==> src/sv/midpoint_line_rasterizer_unit_assert.svh <==
// ----------------------------------------------------------------------------
// Assertion macros for the midpoint line rasterizer
// Clocked property checks that compile away when ASSERT_OFF is defined.
// ----------------------------------------------------------------------------
`ifndef MIDPOINT_LINE_RASTERIZER_UNIT_ASSERT_SVH
`define MIDPOINT_LINE_RASTERIZER_UNIT_ASSERT_SVH
`ifndef ASSERT_OFF
// Checked on every rising edge while out of reset.
`define MLR_ASSERT(label, prop, msg) \
    label: assert property (@(posedge clk) disable iff (!rst_n) prop) else $error(msg);
// Checked on every rising edge, reset included.
`define MLR_ASSERT_ALWAYS(label, prop, msg) \
    label: assert property (@(posedge clk) prop) else $error(msg);
`else
`define MLR_ASSERT(label, prop, msg)
`define MLR_ASSERT_ALWAYS(label, prop, msg)
`endif
`endif

==> src/sv/mlr_pkg.sv <==
// ----------------------------------------------------------------------------
// mlr_pkg
// Shared types and constants of the midpoint line rasterizer.
// ----------------------------------------------------------------------------
`default_nettype none

package mlr_pkg;

    // Request kind, carried on the input tuser bit.
    typedef enum logic {
        CMD_START   = 1'b0,
        CMD_ADVANCE = 1'b1
    } cmd_kind_t;

    localparam int COLOR_BITS  = 24;
    localparam int FIELD_BITS  = 12;
    localparam int QUEUE_DEPTH = 2;
    localparam int QPTR_BITS   = 1;
    localparam int QCNT_BITS   = 2;

    // Status of the command queue, seen by both the front and the back.
    typedef struct packed {
        logic full;
        logic empty;
    } qstat_t;

    // Width of one decoded command: kind, swap and two direction flags,
    // three coordinates, three decision quantities and the color.
    function automatic int cmd_width(input int coord_bits);
        cmd_width = 4 + 3 * coord_bits + 3 * (coord_bits + 2) + COLOR_BITS;
    endfunction

endpackage

`default_nettype wire

==> src/sv/mlr_queue.sv <==
// ----------------------------------------------------------------------------
// mlr_queue
// Two-entry command queue between the decode front and the stepping back.
// ----------------------------------------------------------------------------
`default_nettype none
`include "midpoint_line_rasterizer_unit_assert.svh"

module mlr_queue #(
    parameter int WIDTH = 8
) (
    input  logic                 clk,
    input  logic                 rst_n,
    input  logic                 push,
    input  logic [WIDTH-1:0]     wdata,
    input  logic                 pop,
    output logic [WIDTH-1:0]     rdata,
    output mlr_pkg::qstat_t      stat
);

    localparam logic [mlr_pkg::QCNT_BITS-1:0] CNT_FULL =
        mlr_pkg::QCNT_BITS'(mlr_pkg::QUEUE_DEPTH);

    logic [WIDTH-1:0]               mem_reg [mlr_pkg::QUEUE_DEPTH];
    logic [mlr_pkg::QPTR_BITS-1:0]  wr_ptr_reg;
    logic [mlr_pkg::QPTR_BITS-1:0]  wr_ptr_next;
    logic [mlr_pkg::QPTR_BITS-1:0]  rd_ptr_reg;
    logic [mlr_pkg::QPTR_BITS-1:0]  rd_ptr_next;
    logic [mlr_pkg::QCNT_BITS-1:0]  count_reg;
    logic [mlr_pkg::QCNT_BITS-1:0]  count_next;

    always_ff @(posedge clk)
    begin
        if (push)
        begin
            mem_reg[wr_ptr_reg] <= wdata;
        end
    end

    always_ff @(posedge clk or negedge rst_n)
    begin
        if (!rst_n)
        begin
            wr_ptr_reg <= '0;
            rd_ptr_reg <= '0;
            count_reg  <= '0;
        end
        else
        begin
            wr_ptr_reg <= wr_ptr_next;
            rd_ptr_reg <= rd_ptr_next;
            count_reg  <= count_next;
        end
    end

    always_comb
    begin
        wr_ptr_next = push ? wr_ptr_reg + 1'b1 : wr_ptr_reg;
        rd_ptr_next = pop ? rd_ptr_reg + 1'b1 : rd_ptr_reg;
        case ({push, pop})
            2'b10:   count_next = count_reg + 1'b1;
            2'b01:   count_next = count_reg - 1'b1;
            default: count_next = count_reg;
        endcase
    end

    assign rdata      = mem_reg[rd_ptr_reg];
    assign stat.full  = (count_reg == mlr_pkg::QCNT_BITS'(mlr_pkg::QUEUE_DEPTH));
    assign stat.empty = (count_reg == '0);

    `MLR_ASSERT(a_no_push_when_full, stat.full |-> !push, "queue written while full")
    `MLR_ASSERT(a_no_pop_when_empty, stat.empty |-> !pop, "queue read while empty")
    `MLR_ASSERT(a_count_bound, count_reg <= CNT_FULL, "queue count out of range")

endmodule

`default_nettype wire

==> src/sv/mlr_front.sv <==
// ----------------------------------------------------------------------------
// mlr_front
// Accepts requests and decodes a start request into the line setup.
// ----------------------------------------------------------------------------
`default_nettype none

module mlr_front #(
    parameter int COORD_BITS = 12
) (
    input  logic                                          s_tvalid,
    output logic                                          s_tready,
    input  logic [71:0]                                   s_tdata,
    input  logic                                          s_tuser,
    input  mlr_pkg::qstat_t                               qstat,
    output logic                                          push,
    output logic [mlr_pkg::cmd_width(COORD_BITS)-1:0]     cmd_word
);

    typedef struct packed {
        mlr_pkg::cmd_kind_t              kind;
        logic                            swapped;
        logic                            major_neg;
        logic                            minor_neg;
        logic [COORD_BITS-1:0]           major_pos;
        logic [COORD_BITS-1:0]           minor_pos;
        logic [COORD_BITS-1:0]           major_end;
        logic signed [COORD_BITS+1:0]    inc_straight;
        logic signed [COORD_BITS+1:0]    inc_diagonal;
        logic signed [COORD_BITS+1:0]    decision;
        logic [mlr_pkg::COLOR_BITS-1:0]  color;
    } cmd_t;

    cmd_t                   cmd;
    logic [COORD_BITS-1:0]  sx;
    logic [COORD_BITS-1:0]  sy;
    logic [COORD_BITS-1:0]  ex;
    logic [COORD_BITS-1:0]  ey;
    logic [COORD_BITS-1:0]  adx;
    logic [COORD_BITS-1:0]  ady;
    logic [COORD_BITS-1:0]  maj_d;
    logic [COORD_BITS-1:0]  min_d;

    // Coordinates are taken in their low COORD_BITS bits.
    assign sx = COORD_BITS'(s_tdata[11:0]);
    assign sy = COORD_BITS'(s_tdata[23:12]);
    assign ex = COORD_BITS'(s_tdata[35:24]);
    assign ey = COORD_BITS'(s_tdata[47:36]);

    assign adx = (ex >= sx) ? ex - sx : sx - ex;
    assign ady = (ey >= sy) ? ey - sy : sy - ey;

    always_comb
    begin
        cmd.kind    = mlr_pkg::cmd_kind_t'(s_tuser);
        cmd.swapped = (ady > adx);
        if (cmd.swapped)
        begin
            cmd.major_pos = sy;
            cmd.minor_pos = sx;
            cmd.major_end = ey;
            cmd.major_neg = (ey < sy);
            cmd.minor_neg = (ex < sx);
            maj_d         = ady;
            min_d         = adx;
        end
        else
        begin
            cmd.major_pos = sx;
            cmd.minor_pos = sy;
            cmd.major_end = ex;
            cmd.major_neg = (ex < sx);
            cmd.minor_neg = (ey < sy);
            maj_d         = adx;
            min_d         = ady;
        end
        // Standard midpoint terms: 2m, 2(m - M) and 2m - M.
        cmd.inc_straight = $signed({1'b0, min_d, 1'b0});
        cmd.inc_diagonal = $signed({1'b0, min_d, 1'b0}) - $signed({1'b0, maj_d, 1'b0});
        cmd.decision     = $signed({1'b0, min_d, 1'b0}) - $signed({2'b00, maj_d});
        cmd.color        = s_tdata[71:48];
    end

    assign s_tready = !qstat.full;
    assign push     = s_tvalid && s_tready;
    assign cmd_word = cmd;

endmodule

`default_nettype wire

==> src/sv/mlr_back.sv <==
// ----------------------------------------------------------------------------
// mlr_back
// Holds the line state, loads a line on a start command, steps one pixel per advance and registers results.
// ----------------------------------------------------------------------------
`default_nettype none
`include "midpoint_line_rasterizer_unit_assert.svh"

module mlr_back #(
    parameter int COORD_BITS = 12
) (
    input  logic                                          clk,
    input  logic                                          rst_n,
    input  mlr_pkg::qstat_t                               qstat,
    input  logic [mlr_pkg::cmd_width(COORD_BITS)-1:0]     cmd_word,
    output logic                                          pop,
    output logic                                          m_tvalid,
    input  logic                                          m_tready,
    output logic [47:0]                                   m_tdata,
    output logic                                          m_tuser,
    output logic                                          m_tlast
);

    typedef struct packed {
        mlr_pkg::cmd_kind_t              kind;
        logic                            swapped;
        logic                            major_neg;
        logic                            minor_neg;
        logic [COORD_BITS-1:0]           major_pos;
        logic [COORD_BITS-1:0]           minor_pos;
        logic [COORD_BITS-1:0]           major_end;
        logic signed [COORD_BITS+1:0]    inc_straight;
        logic signed [COORD_BITS+1:0]    inc_diagonal;
        logic signed [COORD_BITS+1:0]    decision;
        logic [mlr_pkg::COLOR_BITS-1:0]  color;
    } cmd_t;

    cmd_t                            cmd;

    logic [COORD_BITS-1:0]           major_pos_reg,  major_pos_next;
    logic [COORD_BITS-1:0]           minor_pos_reg,  minor_pos_next;
    logic [COORD_BITS-1:0]           major_end_reg,  major_end_next;
    logic signed [COORD_BITS+1:0]    decision_reg,   decision_next;
    logic signed [COORD_BITS+1:0]    inc_str_reg,    inc_str_next;
    logic signed [COORD_BITS+1:0]    inc_diag_reg,   inc_diag_next;
    logic                            major_neg_reg,  major_neg_next;
    logic                            minor_neg_reg,  minor_neg_next;
    logic                            swapped_reg,    swapped_next;
    logic                            active_reg,     active_next;
    logic [mlr_pkg::COLOR_BITS-1:0]  color_reg,      color_next;

    logic                            out_valid_reg,  out_valid_next;
    logic [47:0]                     out_data_reg,   out_data_next;
    logic                            out_user_reg,   out_user_next;
    logic                            out_last_reg,   out_last_next;

    logic [COORD_BITS-1:0]           maj_step;
    logic [COORD_BITS-1:0]           min_step;
    logic                            go_diag;
    logic                            res_valid;
    logic                            res_last;
    logic [COORD_BITS-1:0]           res_x;
    logic [COORD_BITS-1:0]           res_y;
    logic [mlr_pkg::COLOR_BITS-1:0]  res_color;

    assign cmd = cmd_t'(cmd_word);

    // A command leaves the queue whenever the output slot is free or drains now.
    assign pop = !qstat.empty && (!out_valid_reg || m_tready);

    assign maj_step = major_neg_reg ? major_pos_reg - 1'b1 : major_pos_reg + 1'b1;
    assign min_step = minor_neg_reg ? minor_pos_reg - 1'b1 : minor_pos_reg + 1'b1;
    assign go_diag  = !decision_reg[COORD_BITS+1] && (decision_reg != '0);

    always_comb
    begin
        major_pos_next = major_pos_reg;
        minor_pos_next = minor_pos_reg;
        major_end_next = major_end_reg;
        decision_next  = decision_reg;
        inc_str_next   = inc_str_reg;
        inc_diag_next  = inc_diag_reg;
        major_neg_next = major_neg_reg;
        minor_neg_next = minor_neg_reg;
        swapped_next   = swapped_reg;
        active_next    = active_reg;
        color_next     = color_reg;
        res_valid      = 1'b0;
        res_last       = 1'b0;
        res_x          = '0;
        res_y          = '0;
        res_color      = '0;
        if (pop)
        begin
            case (cmd.kind)
                mlr_pkg::CMD_START:
                begin
                    major_pos_next = cmd.major_pos;
                    minor_pos_next = cmd.minor_pos;
                    major_end_next = cmd.major_end;
                    decision_next  = cmd.decision;
                    inc_str_next   = cmd.inc_straight;
                    inc_diag_next  = cmd.inc_diagonal;
                    major_neg_next = cmd.major_neg;
                    minor_neg_next = cmd.minor_neg;
                    swapped_next   = cmd.swapped;
                    color_next     = cmd.color;
                    res_last       = (cmd.major_pos == cmd.major_end);
                    active_next    = !res_last;
                    res_valid      = 1'b1;
                    res_x          = cmd.swapped ? cmd.minor_pos : cmd.major_pos;
                    res_y          = cmd.swapped ? cmd.major_pos : cmd.minor_pos;
                    res_color      = cmd.color;
                end
                mlr_pkg::CMD_ADVANCE:
                begin
                    if (active_reg)
                    begin
                        major_pos_next = maj_step;
                        if (go_diag)
                        begin
                            minor_pos_next = min_step;
                            decision_next  = decision_reg + inc_diag_reg;
                        end
                        else
                        begin
                            decision_next  = decision_reg + inc_str_reg;
                        end
                        res_last    = (maj_step == major_end_reg);
                        active_next = !res_last;
                        res_valid   = 1'b1;
                        res_x       = swapped_reg ? minor_pos_next : maj_step;
                        res_y       = swapped_reg ? maj_step : minor_pos_next;
                        res_color   = color_reg;
                    end
                end
                default:
                begin
                end
            endcase
        end
    end

    always_comb
    begin
        out_data_next  = out_data_reg;
        out_user_next  = out_user_reg;
        out_last_next  = out_last_reg;
        out_valid_next = out_valid_reg && !m_tready;
        if (pop)
        begin
            out_valid_next = 1'b1;
            out_data_next  = {res_color, mlr_pkg::FIELD_BITS'(res_y),
                              mlr_pkg::FIELD_BITS'(res_x)};
            out_user_next  = res_valid;
            out_last_next  = res_last;
        end
    end

    always_ff @(posedge clk or negedge rst_n)
    begin
        if (!rst_n)
        begin
            major_pos_reg <= '0;
            minor_pos_reg <= '0;
            major_end_reg <= '0;
            decision_reg  <= '0;
            inc_str_reg   <= '0;
            inc_diag_reg  <= '0;
            major_neg_reg <= 1'b0;
            minor_neg_reg <= 1'b0;
            swapped_reg   <= 1'b0;
            active_reg    <= 1'b0;
            color_reg     <= '0;
            out_valid_reg <= 1'b0;
            out_data_reg  <= '0;
            out_user_reg  <= 1'b0;
            out_last_reg  <= 1'b0;
        end
        else
        begin
            major_pos_reg <= major_pos_next;
            minor_pos_reg <= minor_pos_next;
            major_end_reg <= major_end_next;
            decision_reg  <= decision_next;
            inc_str_reg   <= inc_str_next;
            inc_diag_reg  <= inc_diag_next;
            major_neg_reg <= major_neg_next;
            minor_neg_reg <= minor_neg_next;
            swapped_reg   <= swapped_next;
            active_reg    <= active_next;
            color_reg     <= color_next;
            out_valid_reg <= out_valid_next;
            out_data_reg  <= out_data_next;
            out_user_reg  <= out_user_next;
            out_last_reg  <= out_last_next;
        end
    end

    assign m_tvalid = out_valid_reg;
    assign m_tdata  = out_data_reg;
    assign m_tuser  = out_user_reg;
    assign m_tlast  = out_last_reg;

    `MLR_ASSERT(a_last_ends_line, (pop && res_last) |=> !active_reg, "line still active after its last pixel")
    `MLR_ASSERT(a_idle_result_zero, (out_valid_reg && !out_user_reg) |-> (out_data_reg == '0 && !out_last_reg), "idle result not cleared")
    `MLR_ASSERT_ALWAYS(a_reset_idle, !rst_n |=> (!out_valid_reg && !active_reg), "not idle in reset")

endmodule

`default_nettype wire

==> src/sv/midpoint_line_rasterizer_unit.sv <==
// Path: a request accepted by the front is written into the command queue; the
//   back pops it from there and registers its result in the output register.
// Throughput: one request per cycle while the queue is not full, one pixel per
//   clock while m_tready is high, set by the stepper's single compare-and-add.
// Reset: asynchronous, active low; clears the queue, ends any line and empties
//   the output register.
// ----------------------------------------------------------------------------
// midpoint_line_rasterizer_unit
// Midpoint line stepper with a decode front, a command queue and a stepper.
// ----------------------------------------------------------------------------
`default_nettype none

module midpoint_line_rasterizer_unit #(
    parameter int COORD_BITS = 12
) (
    input  logic         clk,
    input  logic         rst_n,
    // Request channel.
    input  logic         s_tvalid,
    output logic         s_tready,
    // s_tdata fields from bit 0: start_x[11:0], start_y[23:12], end_x[35:24],
    // end_y[47:36], color[71:48].
    input  logic [71:0]  s_tdata,
    // s_tuser fields from bit 0: action (0 starts a line, 1 advances a pixel).
    input  logic         s_tuser,
    // Pixel channel.
    output logic         m_tvalid,
    input  logic         m_tready,
    // m_tdata fields from bit 0: pixel_x[11:0], pixel_y[23:12],
    // pixel_color[47:24].
    output logic [47:0]  m_tdata,
    // m_tuser fields from bit 0: valid_res (1 when a pixel is given).
    output logic         m_tuser,
    // m_tlast: the pixel is the line's endpoint.
    output logic         m_tlast
);

    // Every request, start or advance, yields exactly one result. The front
    // decodes a start request into the major axis, the step directions and
    // the decision increments in the cycle it is accepted, and writes the
    // decoded command into a two-entry queue. The back pops a command when its
    // output register is free or being drained, and either loads a new line or,
    // with a line in progress, takes one midpoint step. The queue lets the input
    // keep flowing while a result waits on the output, and its full flag alone
    // sets s_tready, so no path runs from m_tready to s_tready.

    localparam int CMD_W = mlr_pkg::cmd_width(COORD_BITS);

    logic             push;
    logic             pop;
    logic [CMD_W-1:0] front_cmd;
    logic [CMD_W-1:0] queue_cmd;
    mlr_pkg::qstat_t  qstat;

    mlr_front #(
        .COORD_BITS (COORD_BITS)
    ) u_front (
        .s_tvalid (s_tvalid),
        .s_tready (s_tready),
        .s_tdata  (s_tdata),
        .s_tuser  (s_tuser),
        .qstat    (qstat),
        .push     (push),
        .cmd_word (front_cmd)
    );

    mlr_queue #(
        .WIDTH (CMD_W)
    ) u_queue (
        .clk   (clk),
        .rst_n (rst_n),
        .push  (push),
        .wdata (front_cmd),
        .pop   (pop),
        .rdata (queue_cmd),
        .stat  (qstat)
    );

    // The back keeps the line state; an advance with no line in progress
    // gives a result with m_tuser low and all data zero.
    mlr_back #(
        .COORD_BITS (COORD_BITS)
    ) u_back (
        .clk      (clk),
        .rst_n    (rst_n),
        .qstat    (qstat),
        .cmd_word (queue_cmd),
        .pop      (pop),
        .m_tvalid (m_tvalid),
        .m_tready (m_tready),
        .m_tdata  (m_tdata),
        .m_tuser  (m_tuser),
        .m_tlast  (m_tlast)
    );

endmodule

`default_nettype wire
==> config.mk <==
export PLATFORM = sky130hd
export DESIGN_NAME = midpoint_line_rasterizer_unit
export DESIGN_NICKNAME = d
export VERILOG_FILES = /design/src/sv/mlr_pkg.sv /design/src/sv/mlr_queue.sv /design/src/sv/mlr_front.sv /design/src/sv/mlr_back.sv /design/src/sv/midpoint_line_rasterizer_unit.sv
export VERILOG_INCLUDE_DIRS = /design/src /design/src/sv
export SDC_FILE = /design/constraint.sdc
export NUM_CORES = 1
export LEC_CHECK = 0
export BUFFER_PORTS_ARGS = -buffer_cell sky130_fd_sc_hd__buf_2
export CAP_MARGIN = 30
export CORE_MARGIN = 8
export CORE_UTILIZATION = 56
export DETAILED_ROUTE_END_ITERATION = 12
export PLACE_DENSITY = 0.74
export SYNTH_ARGS = -nofsm -noshare
export SYNTH_HDL_FRONTEND = slang
export SYNTH_SLANG_ARGS = --single-unit
export TNS_END_PERCENT = 5
==> constraint.sdc <==
create_clock -name clk -period 7.59 [get_ports clk]
set_clock_uncertainty 0.1 [all_clocks]
set_input_delay 0 -clock clk [delete_from_list [all_inputs] [get_ports clk]]
set_output_delay 0 -clock clk [all_outputs]
set_load 0.01 [all_outputs]
# Word-level counts from Yosys, hierarchy flattened
# Memories as Yosys holds them, arrays and structs flattened.
# Index checks and enable logic that the tools add are counted.
# classes
mux,35
n_bitwise,1
n_addsub,16
order_cmp,5
n_eq_ne,6
n_reduce_logical,17
# ops
cell,count
2-to-1 mux 12 bit,15
one-hot mux 12 bit (2 select lines),4
one-hot mux 24 bit (2 select lines),1
subtractor 12 bit,4
2-to-1 mux 38 bit,1
adder 14 bit,2
2-to-1 mux 14 bit,2
one-hot mux 14 bit (2 select lines),1
"adder 12 x 1 -> 12 bit, second input constant",2
== test 12 bit,2
>= comparator 12 bit,2
less-than comparator 12 bit,2
2-to-1 mux 24 bit,1
"subtractor 12 x 1 -> 12 bit, second input constant",2
nonzero test 14 bit,1
subtractor 13 x 12 -> 14 bit,1
subtractor 13 x 13 -> 14 bit,1
greater-than comparator 12 bit,1
zero test 1 bit,7
2-to-1 mux 1 bit,6
one-hot mux 1 bit (2 select lines),3
"== test 2 bit, second input constant",2
logical AND 1 bit,4
one-hot mux 2 bit (2 select lines),1
10 further kinds,12
# word_totals
n_memories,1
ramBits,208
output_inout_bits,52
input_bits,77
register_bits,161
word_cells,99
# memory_table
name,depth,width,read_ports,rd_ports_with_merged_regs,wr,line_no,rtl
u_queue.mem_reg,2,104,1,0,1,mlr_queue.sv:23,logic [WIDTH-1:0] mem_reg [mlr_pkg::QUEUE_DEPTH];

# Depth between registers and ports, before layout
# Gate-level depths: netlist of run 1.
# logic_depth
depth_word,6
depth_mapped,35
ltp_nobuf,30

# Cells and area by module
# Synthesis of run 1 repeated with hierarchy kept, for this count alone.
# unflattened
hier_cells,2065
hier_area_um2,21597.0
# by_module_without_submodules
mod,cells_each,seq_area_each_um2,instances,area_each_um2
mlr_back,1022,3928.8,1,9009.9
mlr_queue,346,6466.2,1,7947.6
mlr_front,697,0.0,1,4639.4

# Worst setup path before layout of run 1
# No wires, ideal clock.
# synth_timing
path_kind,in2reg
from,in s_tdata[19]
to,"mem u_queue.mem_reg[0][36] in the netlist's numbering, data pin"
t_arrival_ns,6.504
cell_stages,33
setup_ns,0.261
path_buffers,5
t_required_ns,7.229
setup_slack_ns,0.725
cell_sequence,inv_1 ha_1 and2_2 a221oi_4 a21o_1 buf_6 nand2_1 mux2_2 o21ai_0 a21oi_1 or3_1 and2_1 ha_1 nand2_1 o21ai_0 a2111oi_0 a21o_1 inv_2 buf_2 clkbuf_1 clkbuf_1 clkbuf_1 nor2_1 a21oi_1 inv_1 ha_1 a22o_1 o211a_1 o311ai_0 nand3_1 a21oi_2 mux2i_1 nor3b_2
# synth_via
elab_chain_cells,5
word_cells_on_any_way,8
cone_classes,add/sub: 3; order compare: 2; mux: 3
# synth_rtl
element,line_no,rtl
from (decl),midpoint_line_rasterizer_unit.sv:23,"input logic [71:0] s_tdata,"
subtractor 12 bit / >= comparator 12 bit (equally long branches),mlr_front.sv:50,assign ady = (ey >= sy) ? ey - sy : sy - ey;
2-to-1 mux 12 bit (*),mlr_front.sv:50,
greater-than comparator 12 bit,mlr_front.sv:55,cmd.swapped = (ady > adx);
2-to-1 mux 12 bit,mlr_front.sv:56,if (cmd.swapped)
subtractor 13 x 12 -> 14 bit (*),mlr_front.sv:79,"cmd.decision = $signed({1'b0, min_d, 1'b0}) - $signed({2'b00, maj_d});"
net front_cmd[36],midpoint_line_rasterizer_unit.sv:51,logic [CMD_W-1:0] front_cmd;
to (decl),mlr_queue.sv:23,
# The timed path passes the listed nets; every way through them passes the cells marked *.

# Final worst setup path of run 1
# layout_timing
from,in s_tdata[12]
to,"mem u_queue.mem_reg[1][36] in the netlist's numbering, data pin"
# Same word-level chain as after synthesis.

==> summary.md, run 1 <==
| Metric | Value |
|---|---|
| Run status | finished clean |
| HPWL after detailed placement | 38870 um |
| Cell count after synthesis | 2036 |
| Ranking of synthesized cells by area | edfxtp_1, dfrtp_1, mux2i_1 |
| Floorplan die width | 208.9 um |
| Family with the most delay on the worst path | compound AO/OA/AOI/OAI gates |
| Setup repair after global routing missed its margin | false |
| Endpoint arrival time on the critical path | 7200 ps |
| Power density over the cells | 502.3 nW/um^2 |
| Required time at the worst-slack endpoint | 7760 ps |
| CTS H-tree lvls | 2 |
| Net Count, Synth | 2216 |
| Max reg flops | 206 |
| Clk pin slew, worst setup/hold paths | 60 ps |
| Via count of the first global-routing pass | 16154 |
| DRC violation count after routing | 0 |
| Met3 track demand over resource in global routing | 0.03966 |
| Remaining global-route overflow | 0 |
| Maximum vdd drop | 0.0002380 V |
| Final core utilization | 0.6576 |
| Number of buffers created by CTS | 38 |
| Remaining antenna violation count after routing | 0 |
| Worst skew pair latency | 530 ps |
| Final cell count without fillers | 2705 |
| Slew headroom | 0.3679 |
| Antenna violations before repair | 0 |
| Total length of routed wires | 54830 um |
| Layer with the highest usage | met2 |
| Placer's final routability congestion estimate | 0.9980 |
| Max-capacitance violation count | 0 |
| Leakage dissipation | 10.09 nW |
| Yosys warnings | 0 |
| Hold Vio Cnt, Final | 0 |
| Share of post-route cells with drive strength above 1 | 0.1390 |
| Most repeated library cell on the critical path | a21oi_1 |
| Average via count per standard cell | 6.051 |
| Worst path bufs/invs | 6 |
| Netlist cell types | 98 |
| Number of nets at the end of the flow | 2388 |
| Number of cells in the design after placement | 2548 |
| Critical-path top delay cell | dlygate4sd3_1 |
| Vias after detailed routing | 16367 |
| Met1 demand-to-capacity share in global routing | 0.3398 |
| I/O pins | 129 |
| Final worst-path cycle share | 0.9257 |
| Syn Area/Cell | 10.24 um^2 |
| Area share of the largest cell type after synthesis | 0.2968 |
| Number of pins exceeding their max-slew limit in the final report | 0 |
| Violation count after the first detailed-routing iteration | 1437 |
| Pre-Repair DR Iteration Count | 5 |
| Top_reg_cell synth | edfxtp_1 |
| Post-synth EDFFs | 206 |
| Number of synthesized register bits | 364 |
| CTS root buf | clkbuf_16 |
| CTS tree | built |
| Critical Path Sink Type | flip-flop |
| Most common library cells after synthesis | edfxtp_1, nand2_1, nor2_1, a21oi_1 |
| Cell type with the highest aggregate area in the netlist | edfxtp_1 |
| Number of failing setup endpoints in the final timing report | 0 |
| Crit path launch type | primary input |
| Placeable core area | 36610 um^2 |
| Pin count of the biggest net entering global routing | 93 |
| Tightest Pin Transition | 948.2 ps |
| Global-route wire length before repair | 87960 um |
| Initial Utilization | 0.5694 |
| Final routed wire length divided by cell count | 20.27 um |
| Met2 track demand over resource | 0.4013 |
| Aggregate negative setup slack | 0 ps |
| Asr flop ratio synth | 0.4341 |
| Deepest clock path buffer count | 3 |
| Diode count | 0 |
| Total GRT Usage | 0.2486 |
| Post-Syn Area | 20840 um^2 |
| Clock net sink count | 364 |
| Area growth syn-to-layout | 15.50% |
| Highest achievable clock rate | 142.3 MHz |
| Cell with the most instances after synthesis | edfxtp_1 |
| Vert. Die Dim | 208.9 um |
| Peak per-stage delay on the critical path | 540 ps |
| Area of the die | 43650 um^2 |
| Final Critical Period | 7026 ps |
| Std-Cell Rows | 70 |
| Worst hold path type | primary input to asynchronous set/reset pin |
| Proportion of synthesized chip area in sequential cells | 0.4864 |
| Peak fanout along the critical path | 14 |
| Setup slack of the most critical reg-to-reg path | 2930 ps |
| Hold slack | 3.170 ps |
| Count of input and output buffers | 128 |
| Critical path class | primary input to flip-flop |
==> routing by layer <==
layer  routed length [um]  up-vias
li1                     -     7716
met1                24270     7999
met4                 1624        0
met5                    0        -
met2                25420      553
met3                 3509       99
==> placed cells by master (no fill, tap or decap), drive strengths merged, types with 12 or more instances in the layout <==
cell,n
a211oi,20
a21o,28
a21oi,177
a22oi,17
a31oi,36
and2,12
buf,159
clkbuf,49
clkinv,12
dfrtp,158
dlygate4sd3,84
edfxtp,206
ha,96
inv,103
mux2,36
mux2i,128
nand2,200
nand3,25
nand4,13
nor2,179
nor2b,12
nor3,34
o21ai,163
o21bai,21
or3,13
xnor2,77
xor2,20
==> cell type report <==
cell class / count / area, um^2
multi-input cells: 1459 / 9911
clock buffers: 49 / 1022
repair buffers: 243 / 1764
fillers: 2823 / 12530
flip-flops and latches: 364 / 10140
clock inverters: 20 / 254.0
well taps: 468 / 585.6
inverters: 102 / 395.4
==> logic make-up after synthesis <==
logic type / synth area share
flops: 0.4864
buf+inv: 0.04304
fa+ha+maj: 0.06483
mux: 0.08151
simple gates: 0.1150
compound gates: 0.1673
xor+xnor: 0.04184
==> path summary, 6_finish.rpt <==
| path | from | cells after the start | endpoint |
|---|---|---|---|
| max | s_tdata[12] | 32 | u_queue.mem_reg[1][36] |
| min | rst_n | 2 | u_back.swapped_reg |
| max reg2reg | u_back.decision_reg[1] | 18 | u_back.decision_reg[13] |
| min reg2reg | u_back.m_tdata[41] | 2 | u_back.m_tdata[41] |
| max in group asynchronous | rst_n | 4 | u_back.inc_diag_reg[3] |
| min in group clk | s_tdata[25] | 3 | u_queue.mem_reg[1][65] |
==> repair_timing <==
item                                    in CTS  in global routing
buffers inserted                             0                  4
resized for setup                            0                 11
hold buffers                                84                  0
endpoints found under the setup margin       0                 24
hold endpoints to repair                   202                  0
==> power by group <==
| group | switching, mW | leakage, nW | internal, mW |
|---|---|---|---|
| combinational | 3.96 | 5.70 | 2.54 |
| sequential | 0.445 | 3.77 | 3.26 |
| clock | 0.760 | 0.621 | 1.13 |
| total | 5.16 | 10.1 | 6.93 |
==> through the flow <==
step | setup WS, ps | total power [mW] | area (um^2)
6_report | 563.8 | 12.09 | 24080
5_1_grt | 25.72 | 12.95 | 24080
4_1_cts | 220.7 | 12.07 | 24010
3_5_place_dp | 206.8 | 10.01 | 21900
3_3_place_gp | 365.3 | 9.767 | 21840
2_1_floorplan | 725.1 | 8.319 | 20850
No activity file was read; power rests on OpenSTA's default activity.
==> inputs of run 2 (changes only) <==
Settings changed: CORE_UTILIZATION 56 to 55, PLACE_DENSITY 0.74 to 0.73, SKIP_LAST_GASP set to 1.
==> summary.md, run 2 (synthesis gave the netlist of run 1 again) <==
| Metric | Value |
|---|---|
| Critical Path Sink Type | flip-flop |
| Leakage dissipation | 10.05 nW (-0.43%) |
| Area of the die | 44390 um^2 (+1.7%) |
| Critical-path top delay cell | dlygate4sd3_1 |
| Area growth syn-to-layout | 15.11% |
| Met2 track demand over resource | 0.3969 (-0.004355) |
| Global-route wire length before repair | 86380 um (-1.8%) |
| HPWL after detailed placement | 38650 um (-0.56%) |
| Power density over the cells | 499.0 nW/um^2 (-0.64%) |
| Overall power | 11.97 mW (-0.97%) |
| Hold Vio Cnt, Final | 0 (unchanged) |
| Number of filler cells placed in the layout | 3055 (+8.2%) |
| Worst hold path type | primary input to asynchronous set/reset pin |
| Setup fix buffers added after clock tree synthesis | 0 (unchanged) |
| Final routed wire length divided by cell count | 19.96 um (-1.5%) |
| Required time at the worst-slack endpoint | 7780 ps (+20 ps) |
| Number of nets at the end of the flow | 2384 (-0.17%) |
| Peak per-stage delay on the critical path | 520 ps (-20 ps) |
| Max reg flops | 206 (unchanged) |
| Vias after detailed routing | 15977 (-2.4%) |
| Number of failing setup endpoints in the final timing report | 0 (unchanged) |
| Crit path launch type | primary input |
| Violation count after the first detailed-routing iteration | 1404 (-2.3%) |
| Deepest clock path buffer count | 3 (unchanged) |
| Average via count per standard cell | 5.820 (-3.8%) |
| Commonest non-fill, non-tap cell in the layout | edfxtp_1 |
| Family with the most delay on the worst path | compound AO/OA/AOI/OAI gates |
| Final Critical Period | 7090 ps (+63.34 ps) |
| Number of pins exceeding their max-slew limit in the final report | 0 (unchanged) |
| CTS tree | built |
| Placer's final routability congestion estimate | 0.9026 (-9.6%) |
| Number of buffers created by CTS | 39 (+2.6%) |
| CTS H-tree lvls | 2 (unchanged) |
| Share of post-route cells with drive strength above 1 | 0.1374 (-0.001604) |
| Remaining antenna violation count after routing | 0 (unchanged) |
| Std-Cell Rows | 71 (+1.4%) |
| Pin count of the biggest net entering global routing | 105 (+13%) |
| Met3 track demand over resource in global routing | 0.03427 (-0.005386) |
| Total length of routed wires | 54800 um (about the same) |
| Setup repair after global routing missed its margin | false |
| Count of input and output buffers | 128 (unchanged) |
| Layer with the highest usage | met2 |
| Slew headroom | 0.3722 (+0.004368) |
| Pre-Repair DR Iteration Count | 8 (+3) |
| DRC violation count after routing | 0 (unchanged) |
| Maximum vdd drop | 0.0002085 V (-12%) |
| Endpoint arrival time on the critical path | 7280 ps (+80 ps) |
| Critical path class | primary input to flip-flop |
| Floorplan die width | 210.7 um (+0.84%) |
| Highest achievable clock rate | 141.1 MHz (-0.89%) |
| Total GRT Usage | 0.2446 (-0.003970) |
| Most frequent cells in the layout | edfxtp_1, nand2_1, nor2_1, a21oi_1, dfrtp_1 |
| Via count of the first global-routing pass | 15691 (-2.9%) |
| I/O pins | 129 (unchanged) |
| Run status | finished clean |
| Aggregate negative setup slack | 0 ps (unchanged) |
| Clock net sink count | 364 (unchanged) |
| Diode count | 0 (unchanged) |
| Worst skew pair latency | 550 ps (+20 ps) |
| Tightest Pin Transition | 941.7 ps (-6.553 ps) |
| Antenna violations before repair | 0 (unchanged) |
| Met1 demand-to-capacity share in global routing | 0.3353 (-0.004457) |
| Clk pin slew, worst setup/hold paths | 60 ps (about the same) |
| Vert. Die Dim | 210.7 um (+0.84%) |
| Max-capacitance violation count | 0 (unchanged) |
| Remaining global-route overflow | 0 (unchanged) |
| Placeable core area | 37490 um^2 (+2.4%) |
| Peak fanout along the critical path | 14 (unchanged) |
| Worst path bufs/invs | 6 (unchanged) |
| Initial Utilization | 0.5560 (-0.01334) |
| CTS root buf | clkbuf_16 |
| Final worst-path cycle share | 0.9341 (+0.008346) |
==> run 2: changes by cell type in the layout (fill, tap and decap cells not counted), sizes merged <==
cell / previous run / this run
clkinvlp: 2 / 0
clkbuf: 49 / 52
clkinv: 12 / 17
buf: 159 / 157
dlygate4sd3: 84 / 81
bufinv: 5 / 0
inv: 103 / 104
==> run 2: cell type report <==
cell class | instances | area (um^2) | share of cell area
sequential | 364 | 10140 | 0.4227
inverter | 102 | 395.4 | 0.01648
multi-input combinational | 1459 | 9897 | 0.4125
timing repair buffer | 238 | 1724 | 0.07185
tap | 511 | 639.4 | 0.02665
clock inverter | 19 | 141.4 | 0.005892
clock buffer | 52 | 1055 | 0.04396
==> run 2: power breakdown <==
group / internal [mW] / switching [mW]
combinational: 2.55 / 3.94
clock: 0.994 / 0.788
sequential: 3.26 / 0.446
==> run 2: stage by stage <==
stage | worst slack (ps) | instance area, um^2 | util | hold slack, ps | instances
floorplan | 725.1 | 20850 | - | -395.6 | 2036
global placement | 350.1 | 21920 | 0.5848 | 75.73 | 2591
detailed placement | 72.61 | 21970 | 0.5860 | 72.90 | 2593
CTS | 36.54 | 23980 | 0.6396 | 5.578 | 2745
global route | 91.17 | 24000 | 0.6401 | 35.28 | 2745
finish | 500.5 | 24000 | 0.6401 | 12.40 | 2745
==> run 2: worst paths after layout <==
kind / from / endpoint / slack, ps / cells after the start
worst max-delay path: s_tdata[16] / u_queue.mem_reg[1][36] / 500 / 31
max in group asynchronous: rst_n / u_back.inc_str_reg[5] / 5910 / 3
worst min register to register: u_back.m_tdata[34] / u_back.m_tdata[34] / 370 / 2
worst min-delay path: rst_n / u_back.m_tdata[4] / 10 / 2
worst max register to register: u_back.decision_reg[1] / u_back.decision_reg[13] / 2920 / 18
min in group clk: s_tdata[0] / u_queue.mem_reg[1][88] / 30 / 3
==> run 2: repair_timing <==
item | in CTS | in global routing
hold buffers | 81 | 0
endpoints found under the hold margin | 211 | 0
endpoints found under the setup margin | 0 | 28
resized for setup | 0 | 8
==> run 2: routing by layer <==
layer  routed length (um)  vias to the layer above
met1                24500                     7688
met3                 3069                       87
li1                     -                     7699
met2                25590                      503
met5                    0                        -
met4                 1639                        0
==> inputs of run 3 (changes only) <==
Settings changed: RECOVER_POWER set to 100.
Clock period 7.59 ns to 8.2 ns, I/O delays scaled along.
==> summary.md, run 3 (synthesis gave the netlist of run 1 again) <==
| Metric | Value |
|---|---|
| Run status | finished, violations left |
| Violations in the final reports | max-capacitance violations, max-slew violations |
| Hold Vio Cnt, Final | 0 (unchanged) |
| Share of post-route cells with drive strength above 1 | 0.08961 (-0.04782) |
| Post-route worst setup slack | 515.7 ps (+15.20 ps) |
| Slew headroom | -2.355 (-2.727) |
| Leakage dissipation | 9.753 nW (-2.9%) |
| Final cell count without fillers | 2743 (-0.073%) |
| Number of buffers created by CTS | 39 (unchanged) |
| Number of cells on the worst hold path | 2 |
| Antenna violations before repair | 0 (unchanged) |
| Area of the die | 44390 um^2 (unchanged) |
| DRC violation count after routing | 0 (unchanged) |
| Placer's final routability congestion estimate | 0.9057 (+0.34%) |
| Remaining antenna violation count after routing | 0 (unchanged) |
| Final Critical Period | 7684 ps |
| Number of failing setup endpoints in the final timing report | 0 (unchanged) |
| Tightest Pin Transition | 5032 ps (+4090 ps) |
| Worst hold path type | primary input to flip-flop |
| Most frequent cells in the layout | edfxtp_1, nand2_1, nor2_1, a21oi_1, o21ai_0 |
| Area growth syn-to-layout | 14.15% |
| Peak fanout along the critical path | 19 (+5) |
| Commonest non-fill, non-tap cell in the layout | edfxtp_1 |
| Setup WS pre-CTS | 582.8 ps (+510.2 ps) |
| I/O pins | 129 (unchanged) |
| Deepest clock path buffer count | 3 (unchanged) |
| Average via count per standard cell | 5.886 (+1.1%) |
| CTS root buf | clkbuf_16 |
| Final worst-path cycle share | 0.9371 |
| Remaining global-route overflow | 0 (unchanged) |
| CTS tree | built |
| Highest achievable clock rate | 130.1 MHz |
| Critical Path Sink Type | flip-flop |
| Aggregate negative setup slack | 0 ps (unchanged) |
| Pre-Repair DR Iteration Count | 5 (-3) |
| Total length of routed wires | 54710 um (-0.16%) |
| Placeable core area | 37490 um^2 (unchanged) |
| HPWL after detailed placement | 39030 um (+0.99%) |
| Overall power | 11.11 mW (-7.2%) |
| Vert. Die Dim | 210.7 um (unchanged) |
| Final routed wire length divided by cell count | 19.95 um (about the same) |
| Crit path launch type | primary input |
| Vias after detailed routing | 16146 (+1.1%) |
| Maximum vdd drop | 0.0001958 V (-6.1%) |
| Critical path class | primary input to flip-flop |
| Clock net sink count | 364 (unchanged) |
| Number of nets at the end of the flow | 2382 (-0.084%) |
| Worst skew pair latency | 570 ps (+20 ps) |
| Diode count | 0 (unchanged) |
| Number of pins exceeding their max-slew limit in the final report | 638 (+638) |
| Number of cells on the worst reg-to-reg path | 7 (-11) |
| Setup repair after global routing missed its margin | false |
| Required time at the worst-slack endpoint | 8370 ps (+590 ps) |
| Pin count of the biggest net entering global routing | 110 (+4.8%) |
| Max reg flops | 206 (unchanged) |
| Count of input and output buffers | 128 (unchanged) |
| Number of cells in the design after placement | 2586 (-0.27%) |
| Via count of the first global-routing pass | 15861 (+1.1%) |
| Clk pin slew, worst setup/hold paths | 60 ps (about the same) |
| Floorplan die width | 210.7 um (unchanged) |
| Global-route wire length before repair | 86760 um (+0.44%) |
| Max-capacitance violation count | 11 (+11) |
| Endpoint arrival time on the critical path | 7850 ps (+570 ps) |
| Power density over the cells | 467.1 nW/um^2 (-6.4%) |
| CTS H-tree lvls | 2 (unchanged) |
| Initial Utilization | 0.5560 (unchanged) |
| Std-Cell Rows | 71 (unchanged) |
| Violation count after the first detailed-routing iteration | 1398 (-0.43%) |
| Total GRT Usage | 0.2447 (about the same) |
## run 3: what timing repair did
action,CTS,global route
hold endpoints to repair,210,0
gates resized for setup,0,2
endpoints found under the setup margin,0,7
setup buffers,0,0
hold buffers,85,0
## run 3: worst paths after layout
kind | start | slack [ps] | endpoint
worst max-delay path | s_tdata[19] | 520 | u_queue.mem_reg[0][37]
worst min-delay path | s_tdata[53] | 50 | u_queue.mem_reg[0][5]
worst max register to register | u_queue.count_reg[0] | 920 | u_back.inc_diag_reg[1]
worst min register to register | u_back.m_tdata[42] | 380 | u_back.m_tdata[42]
max in group asynchronous | rst_n | 2510 | u_back.decision_reg[3]
min in group asynchronous | rst_n | 1740 | u_back.m_tdata[4]
## run 3: metal layers
layer  track usage  part of all wire
met1        0.3317              0.44
met2        0.4035              0.47
met3       0.04110             0.066
met4       0.06829             0.022
met5             0                 0
## run 3: worst max-delay path, stage by stage
cell,delay (ps)
dlygate4sd3_1,520
buf_2,120
inv_1,50
ha_1,460
and2_0,280
a221oi_4,350
a21o_1,390
nand2_1,260
mux2_2,350
o21ai_0,270
a21oi_1,120
or3_1,390
and2_0,210
ha_1,380
a21oi_1,190
o21ai_0,160
a2111oi_2,450
a21o_1,300
clkbuf_1,780
nor3_1,180
or2_2,370
and2_0,160
or3_1,320
o31ai_1,440
a31o_2,270
a211oi_2,90
## run 3: per-stage QoR
step	util	hold WS [ps]	cell area (um^2)
floorplan	-	-395.6	20850
global placement	0.5834	47.52	21870
detailed placement	0.5834	50.65	21870
CTS	0.6394	11.70	23970
global route	0.6347	44.15	23800
finish	0.6347	48.60	23800
## run 3: layout make-up
| class | instances | area [um^2] |
|---|---|---|
| clock inverters | 15 | 147.6 |
| multi-input cells | 1459 | 9847 |
| flip-flops and latches | 364 | 10140 |
| repair buffers | 236 | 1526 |
| inverters | 102 | 395.4 |
| clock buffers | 56 | 1100 |
| well taps | 511 | 639.4 |
| fillers | 3020 | 13690 |
## run 3: power breakdown
part	internal (mW)	total [mW]	switching, mW
registers	3.04	3.48	0.434
clock network	0.977	1.70	0.725
logic	2.32	5.94	3.62
